$ cat src/rtl/core/sdtq_pkg.sv
// Shared types and constants for the sorted deadline timer queue.
// Used by the controller, the datapath and the top level.
`timescale 1ns / 1ps

package sdtq_pkg;

    localparam int MAX_TIMERS_DEF = 16;

    localparam int TIME_W     = 48;
    localparam int WAIT_W     = 31;
    localparam int MIN_IV_W   = 10;
    localparam int IDLE_W     = 16;
    localparam int STATUS_W   = 3;
    localparam int ID_W       = 4;
    localparam int CMD_W      = 2;
    localparam int CFG_DATA_W = 16;
    localparam int CFG_IDX_W  = 1;

    localparam int IN_DATA_W  = 80;
    localparam int OUT_DATA_W = 40;
    localparam int OUT_PAD_W  = OUT_DATA_W - STATUS_W - ID_W - WAIT_W;

    localparam logic [CFG_IDX_W-1:0] CFG_MIN_INTERVAL = 1'b0;
    localparam logic [CFG_IDX_W-1:0] CFG_IDLE_WAIT    = 1'b1;

    localparam logic [MIN_IV_W-1:0] MIN_IV_RST = 10'd5;
    localparam logic [IDLE_W-1:0]   IDLE_RST   = 16'd100;
    localparam logic [WAIT_W-1:0]   WAIT_MAX   = '1;

    typedef enum logic [CMD_W-1:0] {
        CMD_ADD    = 2'd0,
        CMD_TAKE   = 2'd1,
        CMD_FINISH = 2'd2,
        CMD_NONE   = 2'd3
    } cmd_t;

    typedef enum logic [STATUS_W-1:0] {
        ST_OK       = 3'd0,
        ST_NONE_DUE = 3'd1,
        ST_FULL     = 3'd2,
        ST_SHORT    = 3'd3,
        ST_NOT_HELD = 3'd4
    } status_t;

    // controller -> datapath, at most one step bit high per cycle
    typedef struct packed {
        logic latch;
        logic decode;
        logic scan;
        logic take_rd;
        logic take_chk;
        logic take_arm;
        logic pop;
        logic ins;
        logic front_rd;
        logic result;
    } dp_ctl_t;

    // datapath -> controller
    typedef struct packed {
        cmd_t cmd;
        logic short_iv;
        logic held;
        logic keep;
        logic empty;
        logic scan_free;
        logic scan_last;
        logic due;
        logic pop_done;
        logic ins_done;
        logic out_free;
    } dp_stat_t;

endpackage

$ cat src/rtl/core/sdtq_ctrl.sv
// Sequencing state machine for the timer queue.
// Depends on sdtq_pkg; drives the step bits of sdtq_datapath.
`timescale 1ns / 1ps

module sdtq_ctrl
(
    input  logic              clk,
    input  logic              rst_n,
    input  logic              s_tvalid,
    output logic              s_tready,
    input  sdtq_pkg::dp_stat_t stat,
    output sdtq_pkg::dp_ctl_t  ctl
);

    typedef enum logic [9:0] {
        S_IDLE     = 10'b0000000001,
        S_DECODE   = 10'b0000000010,
        S_SCAN     = 10'b0000000100,
        S_TAKE_RD  = 10'b0000001000,
        S_TAKE_CHK = 10'b0000010000,
        S_TAKE_ARM = 10'b0000100000,
        S_POP      = 10'b0001000000,
        S_INS      = 10'b0010000000,
        S_FRONT_RD = 10'b0100000000,
        S_RESULT   = 10'b1000000000
    } state_t;

    state_t state_reg;
    state_t state_next;

    assign s_tready = (state_reg == S_IDLE);

    always_comb
    begin
        ctl          = '0;
        ctl.latch    = (state_reg == S_IDLE) && s_tvalid;
        ctl.decode   = (state_reg == S_DECODE);
        ctl.scan     = (state_reg == S_SCAN);
        ctl.take_rd  = (state_reg == S_TAKE_RD);
        ctl.take_chk = (state_reg == S_TAKE_CHK);
        ctl.take_arm = (state_reg == S_TAKE_ARM);
        ctl.pop      = (state_reg == S_POP);
        ctl.ins      = (state_reg == S_INS);
        ctl.front_rd = (state_reg == S_FRONT_RD);
        ctl.result   = (state_reg == S_RESULT);
    end

    always_comb
    begin
        state_next = state_reg;
        case (state_reg)
            S_IDLE:
            begin
                if (s_tvalid)
                    state_next = S_DECODE;
            end
            S_DECODE:
            begin
                case (stat.cmd)
                    sdtq_pkg::CMD_ADD:
                        state_next = stat.short_iv ? S_FRONT_RD : S_SCAN;
                    sdtq_pkg::CMD_TAKE:
                        state_next = (!stat.held && !stat.empty) ? S_TAKE_RD : S_FRONT_RD;
                    sdtq_pkg::CMD_FINISH:
                        state_next = (stat.held && stat.keep) ? S_INS : S_FRONT_RD;
                    default:
                        state_next = S_FRONT_RD;
                endcase
            end
            S_SCAN:
            begin
                if (stat.scan_free)
                    state_next = S_INS;
                else if (stat.scan_last)
                    state_next = S_FRONT_RD;
            end
            S_TAKE_RD:
                state_next = S_TAKE_CHK;
            S_TAKE_CHK:
                state_next = stat.due ? S_TAKE_ARM : S_FRONT_RD;
            S_TAKE_ARM:
                state_next = S_POP;
            S_POP:
            begin
                if (stat.pop_done)
                    state_next = S_FRONT_RD;
            end
            S_INS:
            begin
                if (stat.ins_done)
                    state_next = S_FRONT_RD;
            end
            S_FRONT_RD:
                state_next = S_RESULT;
            S_RESULT:
            begin
                if (stat.out_free)
                    state_next = S_IDLE;
            end
            default:
                state_next = S_IDLE;
        endcase
    end

    always_ff @(posedge clk or negedge rst_n)
    begin
        if (!rst_n)
            state_reg <= S_IDLE;
        else
            state_reg <= state_next;
    end

endmodule

$ cat src/rtl/core/sdtq_datapath.sv
// Datapath of the timer queue: order memory of {deadline, slot} by position,
// period memory by slot, slot bitmap, held timer, config and output register.
// Depends on sdtq_pkg; stepped by sdtq_ctrl.
`timescale 1ns / 1ps

module sdtq_datapath
#(
    parameter int MAX_TIMERS = sdtq_pkg::MAX_TIMERS_DEF
)
(
    input  logic                              clk,
    input  logic                              rst_n,
    input  sdtq_pkg::dp_ctl_t                 ctl,
    output sdtq_pkg::dp_stat_t                stat,
    input  logic [sdtq_pkg::CMD_W-1:0]        s_tuser,
    input  logic [sdtq_pkg::IN_DATA_W-1:0]    s_tdata,
    output logic                              m_tvalid,
    input  logic                              m_tready,
    output logic [sdtq_pkg::OUT_DATA_W-1:0]   m_tdata,
    input  logic                              cfg_we,
    input  logic [sdtq_pkg::CFG_IDX_W-1:0]    cfg_index,
    input  logic [sdtq_pkg::CFG_DATA_W-1:0]   cfg_data
);

    localparam int SLOT_W = $clog2(MAX_TIMERS);
    localparam int CNT_W  = $clog2(MAX_TIMERS + 1);
    localparam int TIME_W = sdtq_pkg::TIME_W;
    localparam int WAIT_W = sdtq_pkg::WAIT_W;

    typedef struct packed {
        logic [TIME_W-1:0] dl;
        logic [SLOT_W-1:0] slot;
    } entry_t;

    function automatic logic [TIME_W-1:0] arm_time(input logic [TIME_W-1:0] now,
                                                  input logic [WAIT_W-1:0] per);
        logic [TIME_W:0] sum;
        sum = {1'b0, now} + {{(TIME_W - WAIT_W + 1){1'b0}}, per};
        arm_time = sum[TIME_W] ? {TIME_W{1'b1}} : sum[TIME_W-1:0];
    endfunction

    // memories
    entry_t            ord_mem [MAX_TIMERS];
    logic [WAIT_W-1:0] per_mem [MAX_TIMERS];
    entry_t            ord_rd;
    logic [WAIT_W-1:0] per_rd;
    logic              ord_we, ord_re, per_we, per_re;
    logic [SLOT_W-1:0] ord_wa, ord_ra, per_wa, per_ra;
    entry_t            ord_wd;

    // control state
    logic [sdtq_pkg::MIN_IV_W-1:0] min_iv_reg;
    logic [sdtq_pkg::IDLE_W-1:0]   idle_reg;
    logic [MAX_TIMERS-1:0]         in_use_reg, in_use_next;
    logic [CNT_W-1:0]              count_reg, count_next;
    logic                          held_valid_reg, held_valid_next;
    logic [SLOT_W-1:0]             held_slot_reg, held_slot_next;
    logic [CNT_W-1:0]              idx_reg, idx_next;
    logic                          pend_reg, pend_next;
    logic                          out_valid_reg, out_valid_next;

    // payload
    sdtq_pkg::cmd_t     cmd_reg, cmd_next;
    logic [TIME_W-1:0]  now_reg, now_next;
    logic [WAIT_W-1:0]  iv_reg, iv_next;
    logic               keep_reg, keep_next;
    logic [TIME_W-1:0]  held_dl_reg, held_dl_next;
    entry_t             new_reg, new_next;
    sdtq_pkg::status_t  status_reg, status_next;
    logic [SLOT_W-1:0]  id_reg, id_next;
    sdtq_pkg::status_t  out_status_reg, out_status_next;
    logic [SLOT_W-1:0]  out_id_reg, out_id_next;
    logic [WAIT_W-1:0]  out_wait_reg, out_wait_next;

    logic [SLOT_W-1:0] scan_slot;
    logic              short_iv, slot_free, due, ins_gt, ins_done, pop_done, out_free;
    logic [CNT_W-1:0]  idx_m1, idx_m2, idx_p1;
    logic [TIME_W-1:0] diff;
    logic [WAIT_W-1:0] wait_val;

    assign scan_slot = idx_reg[SLOT_W-1:0];
    assign short_iv  = iv_reg < WAIT_W'(min_iv_reg);
    assign slot_free = !in_use_reg[scan_slot];
    assign due       = ord_rd.dl <= now_reg;
    assign ins_gt    = ord_rd.dl > new_reg.dl;
    assign ins_done  = pend_reg ? !ins_gt : (idx_reg == '0);
    assign pop_done  = idx_reg >= count_reg;
    assign out_free  = !out_valid_reg || m_tready;
    assign idx_m1    = idx_reg - CNT_W'(1);
    assign idx_m2    = idx_reg - CNT_W'(2);
    assign idx_p1    = idx_reg + CNT_W'(1);
    assign diff      = ord_rd.dl - now_reg;

    always_comb
    begin
        if (count_reg == '0)
            wait_val = (idle_reg == '0) ? WAIT_W'(1) : WAIT_W'(idle_reg);
        else if (due)
            wait_val = WAIT_W'(1);
        else if (diff > TIME_W'(sdtq_pkg::WAIT_MAX))
            wait_val = sdtq_pkg::WAIT_MAX;
        else
            wait_val = diff[WAIT_W-1:0];
    end

    always_comb
    begin
        stat.cmd       = cmd_reg;
        stat.short_iv  = short_iv;
        stat.held      = held_valid_reg;
        stat.keep      = keep_reg;
        stat.empty     = (count_reg == '0);
        stat.scan_free = slot_free;
        stat.scan_last = (idx_reg == CNT_W'(MAX_TIMERS - 1));
        stat.due       = due;
        stat.pop_done  = pop_done;
        stat.ins_done  = ins_done;
        stat.out_free  = out_free;
    end

    always_comb
    begin
        in_use_next     = in_use_reg;
        count_next      = count_reg;
        held_valid_next = held_valid_reg;
        held_slot_next  = held_slot_reg;
        idx_next        = idx_reg;
        pend_next       = pend_reg;
        out_valid_next  = out_valid_reg && !m_tready;
        cmd_next        = cmd_reg;
        now_next        = now_reg;
        iv_next         = iv_reg;
        keep_next       = keep_reg;
        held_dl_next    = held_dl_reg;
        new_next        = new_reg;
        status_next     = status_reg;
        id_next         = id_reg;
        out_status_next = out_status_reg;
        out_id_next     = out_id_reg;
        out_wait_next   = out_wait_reg;

        ord_we = 1'b0;
        ord_wa = '0;
        ord_wd = new_reg;
        ord_re = 1'b0;
        ord_ra = '0;
        per_we = 1'b0;
        per_wa = scan_slot;
        per_re = 1'b0;
        per_ra = ord_rd.slot;

        if (ctl.latch)
        begin
            cmd_next  = sdtq_pkg::cmd_t'(s_tuser);
            now_next  = s_tdata[TIME_W-1:0];
            iv_next   = s_tdata[TIME_W+WAIT_W-1:TIME_W];
            keep_next = s_tdata[TIME_W+WAIT_W];
        end

        if (ctl.decode)
        begin
            status_next = sdtq_pkg::ST_NONE_DUE;
            id_next     = '0;
            case (cmd_reg)
                sdtq_pkg::CMD_ADD:
                begin
                    if (short_iv)
                        status_next = sdtq_pkg::ST_SHORT;
                    else
                    begin
                        status_next = sdtq_pkg::ST_FULL;
                        idx_next    = '0;
                    end
                end
                sdtq_pkg::CMD_FINISH:
                begin
                    if (!held_valid_reg)
                        status_next = sdtq_pkg::ST_NOT_HELD;
                    else
                    begin
                        status_next     = sdtq_pkg::ST_OK;
                        id_next         = held_slot_reg;
                        held_valid_next = 1'b0;
                        if (keep_reg)
                        begin
                            new_next.dl   = held_dl_reg;
                            new_next.slot = held_slot_reg;
                            idx_next      = count_reg;
                            pend_next     = 1'b0;
                        end
                        else
                            in_use_next[held_slot_reg] = 1'b0;
                    end
                end
                default:
                    status_next = sdtq_pkg::ST_NONE_DUE;
            endcase
        end

        if (ctl.scan)
        begin
            if (slot_free)
            begin
                in_use_next[scan_slot] = 1'b1;
                per_we        = 1'b1;
                new_next.slot = scan_slot;
                new_next.dl   = arm_time(now_reg, iv_reg);
                status_next   = sdtq_pkg::ST_OK;
                id_next       = scan_slot;
                idx_next      = count_reg;
                pend_next     = 1'b0;
            end
            else
                idx_next = idx_p1;
        end

        if (ctl.take_rd)
            ord_re = 1'b1;

        if (ctl.take_chk && due)
        begin
            held_slot_next  = ord_rd.slot;
            held_valid_next = 1'b1;
            per_re          = 1'b1;
            status_next     = sdtq_pkg::ST_OK;
            id_next         = ord_rd.slot;
        end

        if (ctl.take_arm)
        begin
            held_dl_next = arm_time(now_reg, per_rd);
            idx_next     = CNT_W'(1);
            pend_next    = 1'b0;
        end

        // shift the list down by one: read position idx, write it at idx-1
        if (ctl.pop)
        begin
            if (pend_reg)
            begin
                ord_we = 1'b1;
                ord_wa = idx_m2[SLOT_W-1:0];
                ord_wd = ord_rd;
            end
            if (!pop_done)
            begin
                ord_re    = 1'b1;
                ord_ra    = idx_reg[SLOT_W-1:0];
                idx_next  = idx_p1;
                pend_next = 1'b1;
            end
            else
            begin
                pend_next  = 1'b0;
                count_next = count_reg - CNT_W'(1);
            end
        end

        // walk from the tail, moving later deadlines up one place
        if (ctl.ins)
        begin
            if (pend_reg)
            begin
                ord_we = 1'b1;
                ord_wa = idx_p1[SLOT_W-1:0];
                ord_wd = ins_gt ? ord_rd : new_reg;
            end
            if (!pend_reg || ins_gt)
            begin
                if (idx_reg != '0)
                begin
                    ord_re    = 1'b1;
                    ord_ra    = idx_m1[SLOT_W-1:0];
                    idx_next  = idx_m1;
                    pend_next = 1'b1;
                end
                else if (pend_reg)
                    pend_next = 1'b0;
                else
                begin
                    ord_we = 1'b1;
                    ord_wa = '0;
                    ord_wd = new_reg;
                end
            end
            if (ins_done)
                count_next = count_reg + CNT_W'(1);
        end

        if (ctl.front_rd)
            ord_re = 1'b1;

        if (ctl.result && out_free)
        begin
            out_valid_next  = 1'b1;
            out_status_next = status_reg;
            out_id_next     = id_reg;
            out_wait_next   = wait_val;
        end
    end

    always_ff @(posedge clk)
    begin
        if (ord_we)
            ord_mem[ord_wa] <= ord_wd;
        if (ord_re)
            ord_rd <= ord_mem[ord_ra];
        if (per_we)
            per_mem[per_wa] <= iv_reg;
        if (per_re)
            per_rd <= per_mem[per_ra];
    end

    always_ff @(posedge clk or negedge rst_n)
    begin
        if (!rst_n)
        begin
            min_iv_reg     <= sdtq_pkg::MIN_IV_RST;
            idle_reg       <= sdtq_pkg::IDLE_RST;
            in_use_reg     <= '0;
            count_reg      <= '0;
            held_valid_reg <= 1'b0;
            held_slot_reg  <= '0;
            idx_reg        <= '0;
            pend_reg       <= 1'b0;
            out_valid_reg  <= 1'b0;
        end
        else
        begin
            if (cfg_we)
            begin
                case (cfg_index)
                    sdtq_pkg::CFG_MIN_INTERVAL:
                        min_iv_reg <= cfg_data[sdtq_pkg::MIN_IV_W-1:0];
                    sdtq_pkg::CFG_IDLE_WAIT:
                        idle_reg <= cfg_data[sdtq_pkg::IDLE_W-1:0];
                    default:
                        idle_reg <= idle_reg;
                endcase
            end
            in_use_reg     <= in_use_next;
            count_reg      <= count_next;
            held_valid_reg <= held_valid_next;
            held_slot_reg  <= held_slot_next;
            idx_reg        <= idx_next;
            pend_reg       <= pend_next;
            out_valid_reg  <= out_valid_next;
        end
    end

    always_ff @(posedge clk)
    begin
        cmd_reg        <= cmd_next;
        now_reg        <= now_next;
        iv_reg         <= iv_next;
        keep_reg       <= keep_next;
        held_dl_reg    <= held_dl_next;
        new_reg        <= new_next;
        status_reg     <= status_next;
        id_reg         <= id_next;
        out_status_reg <= out_status_next;
        out_id_reg     <= out_id_next;
        out_wait_reg   <= out_wait_next;
    end

    assign m_tvalid = out_valid_reg;
    assign m_tdata  = {{sdtq_pkg::OUT_PAD_W{1'b0}}, out_wait_reg,
                       sdtq_pkg::ID_W'(out_id_reg), out_status_reg};

endmodule

$ cat src/rtl/core/sorted_deadline_timer_queue.sv
// Sorted deadline timer queue, one command beat at a time.
// An add runs a free-slot scan and an insertion walk, a take a list shift, and a finish
// that keeps its timer an insertion walk; every command ends with a front read and a result.
// One command in flight: a new beat is taken only once the controller is back in idle.
// Reset: queue empty, nothing held, min_interval 5, idle_wait 100; no clearing pass.
`timescale 1ns / 1ps

module sorted_deadline_timer_queue
#(
    parameter int MAX_TIMERS = sdtq_pkg::MAX_TIMERS_DEF
)
(
    input  logic                              clk,
    input  logic                              rst_n,
    input  logic                              s_tvalid,
    output logic                              s_tready,
    // now_ms[47:0], interval_ms[78:48], keep[79]
    input  logic [sdtq_pkg::IN_DATA_W-1:0]    s_tdata,
    // command[1:0]
    input  logic [sdtq_pkg::CMD_W-1:0]        s_tuser,
    output logic                              m_tvalid,
    input  logic                              m_tready,
    // status[2:0], timer_id[6:3], wait_ms[37:7], zero pad [39:38]
    output logic [sdtq_pkg::OUT_DATA_W-1:0]   m_tdata,
    input  logic                              cfg_we,
    input  logic [sdtq_pkg::CFG_IDX_W-1:0]    cfg_index,
    input  logic [sdtq_pkg::CFG_DATA_W-1:0]   cfg_data
);

    sdtq_pkg::dp_ctl_t  ctl;
    sdtq_pkg::dp_stat_t stat;

    sdtq_ctrl u_ctrl
    (
        .clk      (clk),
        .rst_n    (rst_n),
        .s_tvalid (s_tvalid),
        .s_tready (s_tready),
        .stat     (stat),
        .ctl      (ctl)
    );

    sdtq_datapath #(
        .MAX_TIMERS (MAX_TIMERS)
    ) u_datapath
    (
        .clk       (clk),
        .rst_n     (rst_n),
        .ctl       (ctl),
        .stat      (stat),
        .s_tuser   (s_tuser),
        .s_tdata   (s_tdata),
        .m_tvalid  (m_tvalid),
        .m_tready  (m_tready),
        .m_tdata   (m_tdata),
        .cfg_we    (cfg_we),
        .cfg_index (cfg_index),
        .cfg_data  (cfg_data)
    );

    // one command in flight: busy right after a beat is taken
    a_busy_after_accept: assert property (@(posedge clk) disable iff (!rst_n)
        s_tvalid && s_tready |=> !s_tready)
        else $error("input taken while a command is in flight");

    a_wait_nonzero: assert property (@(posedge clk) disable iff (!rst_n)
        m_tvalid |-> m_tdata[37:7] != '0)
        else $error("reported wait is zero");

    a_id_zero_on_fail: assert property (@(posedge clk) disable iff (!rst_n)
        m_tvalid && (m_tdata[2:0] != sdtq_pkg::ST_OK) |-> m_tdata[6:3] == '0)
        else $error("timer id set on a failed command");

    a_one_step: assert property (@(posedge clk) disable iff (!rst_n)
        $onehot0({ctl.decode, ctl.scan, ctl.take_rd, ctl.take_chk, ctl.take_arm,
                  ctl.pop, ctl.ins, ctl.front_rd, ctl.result}))
        else $error("more than one datapath step active");

endmodule

$ cat config.mk
export PLATFORM = sky130hd
export DESIGN_NAME = sorted_deadline_timer_queue
export DESIGN_NICKNAME = d
export VERILOG_FILES = /design/src/rtl/core/sdtq_pkg.sv /design/src/rtl/core/sdtq_ctrl.sv /design/src/rtl/core/sdtq_datapath.sv /design/src/rtl/core/sorted_deadline_timer_queue.sv
export SDC_FILE = /design/constraint.sdc
export NUM_CORES = 2
export LEC_CHECK = 0
export BUFFER_PORTS_ARGS = -buffer_cell sky130_fd_sc_hd__buf_2
export CAP_MARGIN = 20
export CORE_MARGIN = 2
export CORE_UTILIZATION = 60
export DETAILED_ROUTE_END_ITERATION = 8
export PLACE_DENSITY = 0.87
export SYNTH_ARGS = -nofsm -noshare
export SYNTH_HDL_FRONTEND = slang
export SYNTH_SLANG_ARGS = --single-unit
$ cat constraint.sdc
create_clock -name clk -period 5.7 [get_ports clk]
set_input_delay 0.57 -clock clk [delete_from_list [all_inputs] [get_ports clk]]
set_output_delay 0.57 -clock clk [all_outputs]
set_load 0.02 [all_outputs]
Word level (Yosys, flattened, before mapping)

Memories as Yosys holds them, arrays and structs flattened. A register that Yosys moved wholly into a read port is not among the register bits.
Cells that the tools add are included.

Reductions and logical operators: 27
Order comparisons: 9
Multiplexer cells: 123
Bitwise logic cells: 4
Equal/unequal tests: 18
Add/sub/neg operators: 8

Operators by type and width:

| cell                   | count |
|---|---|
| $mux W52               | 14 |
| $mux W16               | 7 |
| $pmux W10 S10          | 1 |
| $add A48 B31 Y49       | 2 |
| $mux W31               | 3 |
| $mux W5                | 16 |
| $mux W4                | 18 |
| $mux W10               | 6 |
| $gt A48 B31 Y1 const B | 1 |
| $gt A48 B48 Y1         | 1 |
| $le A48 B48 Y1         | 1 |
| $mux W48               | 1 |
| $sub A48 B48 Y48       | 1 |
| $mux W1                | 43 |
| $mux W9                | 4 |
| $lt A31 B10 Y1         | 1 |
| $pmux W10 S3           | 1 |
| $and A16 B16 Y16       | 1 |
| $logic_not A16 Y1      | 1 |
| $not A16 Y16           | 1 |
| $or A16 B16 Y16        | 1 |
| $mux W3                | 4 |
| $add A5 B1 Y5 const B  | 2 |
| $eq A10 B1 Y1 const B  | 1 |
| other kinds (34)       | 57 |

Bits of input ports: 104
RAM bits: 1,328
Memories: 2
Register bits after elaboration: 296

Memories:

| memory             | words | bits a word | read ports | clocked after memory_dff | write ports | line                | text |
|---|---|---|---|---|---|---|---|
| u_datapath.ord_mem | 16    | 52          | 1          | 1                        | 1           | sdtq_datapath.sv:43 | `entry_t ord_mem [MAX_TIMERS];` |
| u_datapath.per_mem | 16    | 31          | 1          | 1                        | 1           | sdtq_datapath.sv:44 | `logic [WAIT_W-1:0] per_mem [MAX_TIMERS];` |

Longest topological paths before layout

Depth in word-level cells: 13
Gate-level depth with buffers: 17
Depth with buffers taken out: 15

Hierarchy

From an unflattened synthesis, not the netlist that was laid out.

Cell total of the unflattened synthesis: 5,171
Area total of the unflattened synthesis: 74,166.1 um2

By module, submodules not included:

| module        | sequential area each (um2) | cells each | instances | area an instance (um2) |
|---|---|---|---|---|
| sdtq_datapath | 50,079.3                   | 5,081      | 1         | 73,376.6 |
| sdtq_ctrl     | 251.5                      | 90         | 1         | 789.5 |

Worst setup path after synthesis

Ideal clock, no wire load.

Path kind: register to register
Start point: reg u_datapath.idx_reg[0]
End point: mem u_datapath.per_mem[0][0] (enable)
Required time: 5,240 ps
Arrival time: 4,349 ps
Cell stages (with the launch flop): 7
Setup slack: 891 ps
Cell sequence: dfrtp_1 -> clkbuf_1 -> mux4_2 -> mux4_2 -> nor2_1 -> nand2_1 -> nor3_1

Word-level cells in the longest chain between the ends: 6

Ends and longest elaborated chain:

| item                          | line                 | text |
|---|---|---|
| start: declaration            | sdtq_datapath.sv:58  | `logic [CNT_W-1:0] idx_reg, idx_next;` |
| start signal: assignment      | sdtq_datapath.sv:345 | `idx_reg <= idx_next;` |
| $bmux W1 S4                   | sdtq_datapath.sv:83  | `assign slot_free = !in_use_reg[scan_slot];` |
| $mux W1 (implied by the code) | sdtq_datapath.sv:83  |  |
| $mux W1                       | sdtq_datapath.sv:202 | `if (slot_free)` |
| $mux W1                       | sdtq_datapath.sv:200 | `if (ctl.scan)` |
| $mux W1                       | sdtq_datapath.sv:308 | `if (per_we)` |
| $mux W1 (implied by the code) | sdtq_datapath.sv:309 | `per_mem[per_wa] <= iv_reg;` |
| end: declaration              | sdtq_datapath.sv:44  |  |

Several ways; a longest one is shown, not always the timed one. The select of a mux whose other input is x is not followed.

==> results.sh <==
export IMPL_min_period_ns=5.214
export IMPL_die_w_um=355.7
export IMPL_p_seq_frac=0.480
export IMPL_grt_total_usage=0.3392
export IMPL_synth_cells=4707
export IMPL_crit_type="flip-flop to flip-flop"
export IMPL_r2r_cells=14
export IMPL_clkTransAtPathRegs_ns=0.06
export IMPL_antenna_found_initial=5
export IMPL_synth_top_area_share=0.6389
export IMPL_max_cap_viol_count=0
export IMPL_largest_reg_flops=832
export IMPL_fin_util=0.6802
export IMPL_io_pins=146
export IMPL_multi_input_area_um2=22630
export IMPL_hp_class="input pin to flip-flop"
export IMPL_gr_total_overflow=0
export IMPL_power_frac_clock=0.329
export IMPL_p_switching_mw=9.921
export IMPL_worstSetupStartpoint="u_datapath.iv_reg[2]"
export IMPL_hold_worst_slack_ns=0.04236
export IMPL_sw_frac_of_total=0.2950
export IMPL_drcViolationCount=126
export IMPL_start_util=0.6026
export IMPL_max_vdd_ir_drop_mv=0.3583
export IMPL_num_vias=47600
export IMPL_routabilityCongestion=1.011
export IMPL_viasPerCell=7.024
export IMPL_cp_data_arrival_time_ns=5.88
export IMPL_total_leakage_power_nw=29.07
export IMPL_synth_main_ff_cell="edfxtp_1"
export IMPL_synth_edff_count=1579
export IMPL_r2r_start="u_datapath.iv_reg[2]"
export IMPL_cts_tree="yes"
export IMPL_drive_above_1_share=0.1968
export IMPL_regArea_um2=50330
export IMPL_tns_ns=0
export IMPL_power_density_nw_per_um2=401.5
export IMPL_endpoint="u_datapath.new_reg[18]"
export IMPL_clk_latency_ns=0.82
export IMPL_cts_inserted_buffers=167
export IMPL_die_h_um=355.7
export IMPL_syn_area_um2=74210
export IMPL_maxSlewViolCount=0
export IMPL_syn2layout_area_growth_pct=12.87
export IMPL_synth_area_leader_cell="edfxtp_1"
export IMPL_cts_resized=0
export IMPL_cts_root_buffer="clkbuf_16"
export IMPL_endpoint_kind="flip-flop"
export IMPL_wl_um=214100
export IMPL_portBuffers=143
export IMPL_power_mw=33.63
export IMPL_finalHoldViolCount=0
export IMPL_cts_sinks=1707
export IMPL_combPwrFrac=0.191
export IMPL_yosysSeqAreaShare=0.6782
export IMPL_synth_area_per_cell_um2=15.77
export IMPL_fmax_mhz=191.8
export IMPL_crit_fanout=44
export IMPL_rrSetupSlack_ns=0.49
export IMPL_outcome="complete, but fails checks"
export IMPL_violations="design-rule violations"
export IMPL_die_area_um2=126500
export IMPL_fillCellCount=7440
export IMPL_cts_htree_levels=4
export IMPL_num_rows=129
export IMPL_drt_iter0_drc=8228
export IMPL_start_kind="flip-flop"
export IMPL_synthTopCellsByArea="edfxtp_1 64%, mux4_2 8.0%, ha_1 3.1%, mux2_2 2.6%, dfrtp_1 2.1%"
export IMPL_ys_top_cells_by_count="1579 x edfxtp_1, 362 x nand2_1, 275 x nor2_1, 262 x mux4_2, 182 x ha_1"
export IMPL_rsz0062_at_grt="no"
export IMPL_relSlewSlack=0.1933
export IMPL_yosysWarnings=0
export IMPL_clk_path_buf_depth=3
export IMPL_wl_per_cell_um=31.60
export IMPL_synthMostInstantiatedCell="edfxtp_1"
export IMPL_r2r_end="u_datapath.new_reg[18]"
export IMPL_required_ns=6.36
export IMPL_ys_types=92
export IMPL_tightest_slew_ns=1.210
export IMPL_final_setup_viol_count=0
export IMPL_ant_nets=0
export IMPL_grt_pass1_wl_um=311600
export IMPL_cts_setup_buffers=0
export IMPL_finalClockSkew_ns=0.04351
export IMPL_dp_hpwl_um=124200
export IMPL_min_period_over_period=0.9148
export IMPL_drt_pass1_iterations=9
export IMPL_synth_seq_cells=1707
export IMPL_grt_max_degree=113
export IMPL_grt_pass1_vias=47400
export IMPL_synthArstFlopShare=0.04042
export IMPL_final_nets=5289
export IMPL_p_int_mw=23.71
export IMPL_core_um2=123200
[cell usage in the layout, fill, tap and decap left out, types with 87 or more instances in the layout]
master / instances
nand2_1: 360
mux2_2: 174
a211o_1: 109
mux2i_1: 110
clkbuf_16: 172
inv_1: 153
nand4_1: 88
nor2_1: 254
a21oi_1: 152
dlygate4sd3_1: 87
edfxtp_1: 1579
ha_1: 182
mux4_2: 262
buf_2: 143
o21ai_0: 135
[how the worst min path moves through the flow]
stage	startpoint	end	slack, ns	cells after the start
finish	s_tdata[1]	u_datapath.now_reg[1]	0.04	1
global route	s_tdata[1]	u_datapath.now_reg[1]	0.01	1
CTS	s_tdata[1]	u_datapath.now_reg[1]	0.004	1
detailed placement	u_datapath.id_reg[3]	u_datapath.out_id_reg[3]	0.44	0
global placement	u_datapath.status_reg[1]	u_datapath.out_status_reg[1]	0.44	0
floorplan	rst_n	u_ctrl.state_reg[1]	0.27	0
[worst max-delay path: stages (launching register included)]
cell and delay, ns:
edfxtp_1 0.89, ha_1 0.41, nor2b_1 0.15, o21ai_0 0.24, a21oi_1 0.15, o41ai_1 0.81
a21boi_0 0.44, a21o_1 0.30, nand4b_1 0.12, a41oi_1 0.15, buf_4 0.24, a21oi_4 0.17
buf_4 0.57, o21ai_0 0.18, a21boi_0 0.16
[area by class of cell]
class	count	area share
repair buffers	341	0.03259
diodes	2	0.00005975
well taps	1637	0.02445
clock buffers	216	0.05455
inverters	154	0.006901
clock inverters	90	0.01037
flip-flops and latches	1707	0.6009
multi-input cells	2629	0.2702
[per-layer routing]
metal,share of wire,routed length [um],global-route usage
met5,0.00012,26,0.0003774
met3,0.13,28690,0.09347
met1,0.34,72910,0.4399
met2,0.46,98770,0.5244
met4,0.064,13730,0.1853
[logic make-up (layout without fill, tap and decap cells)]
logic type      Yosys count  after routing  synth area share
flops                  1707           1707            0.6782
simple gates           1079           1079           0.06894
compound gates          712            712           0.06663
mux                     548            548            0.1215
buf+inv                 372            801           0.02104
fa+ha+maj               185            185           0.03149
xor+xnor                103            103           0.01216
other cells               1              4        0.00005053
[metrics by stage]
| step | instances | setup WS [ns] | instance area, um^2 |
|---|---|---|---|
| floorplan | 4708 | 0.8909 | 74210 |
| global placement | 6377 | 0.9570 | 77410 |
| detailed placement | 6377 | 0.8190 | 77410 |
| CTS | 6770 | 0.7945 | 83720 |
| global route | 6774 | 0.3706 | 83760 |
| finish | 6776 | 0.4859 | 83760 |
[power by group through the flow]
| stage | logic, mW | registers, mW | clock network, mW |
|---|---|---|---|
| after floorplan | 4.00 | 15.9 | 0 |
| after global placement | 5.69 | 16.3 | 0 |
| after detailed placement | 5.92 | 16.3 | 0 |
| after CTS | 6.11 | 16.1 | 11.1 |
| after global routing | 6.78 | 16.1 | 11.6 |
| final | 6.44 | 16.1 | 11.1 |
[timing repair]
action,4_1_cts,5_1_grt
hold buffers,87,0
hold endpoints to repair,149,0
setup endpoints to repair,0,0
(Power assumes the default switching activity.)
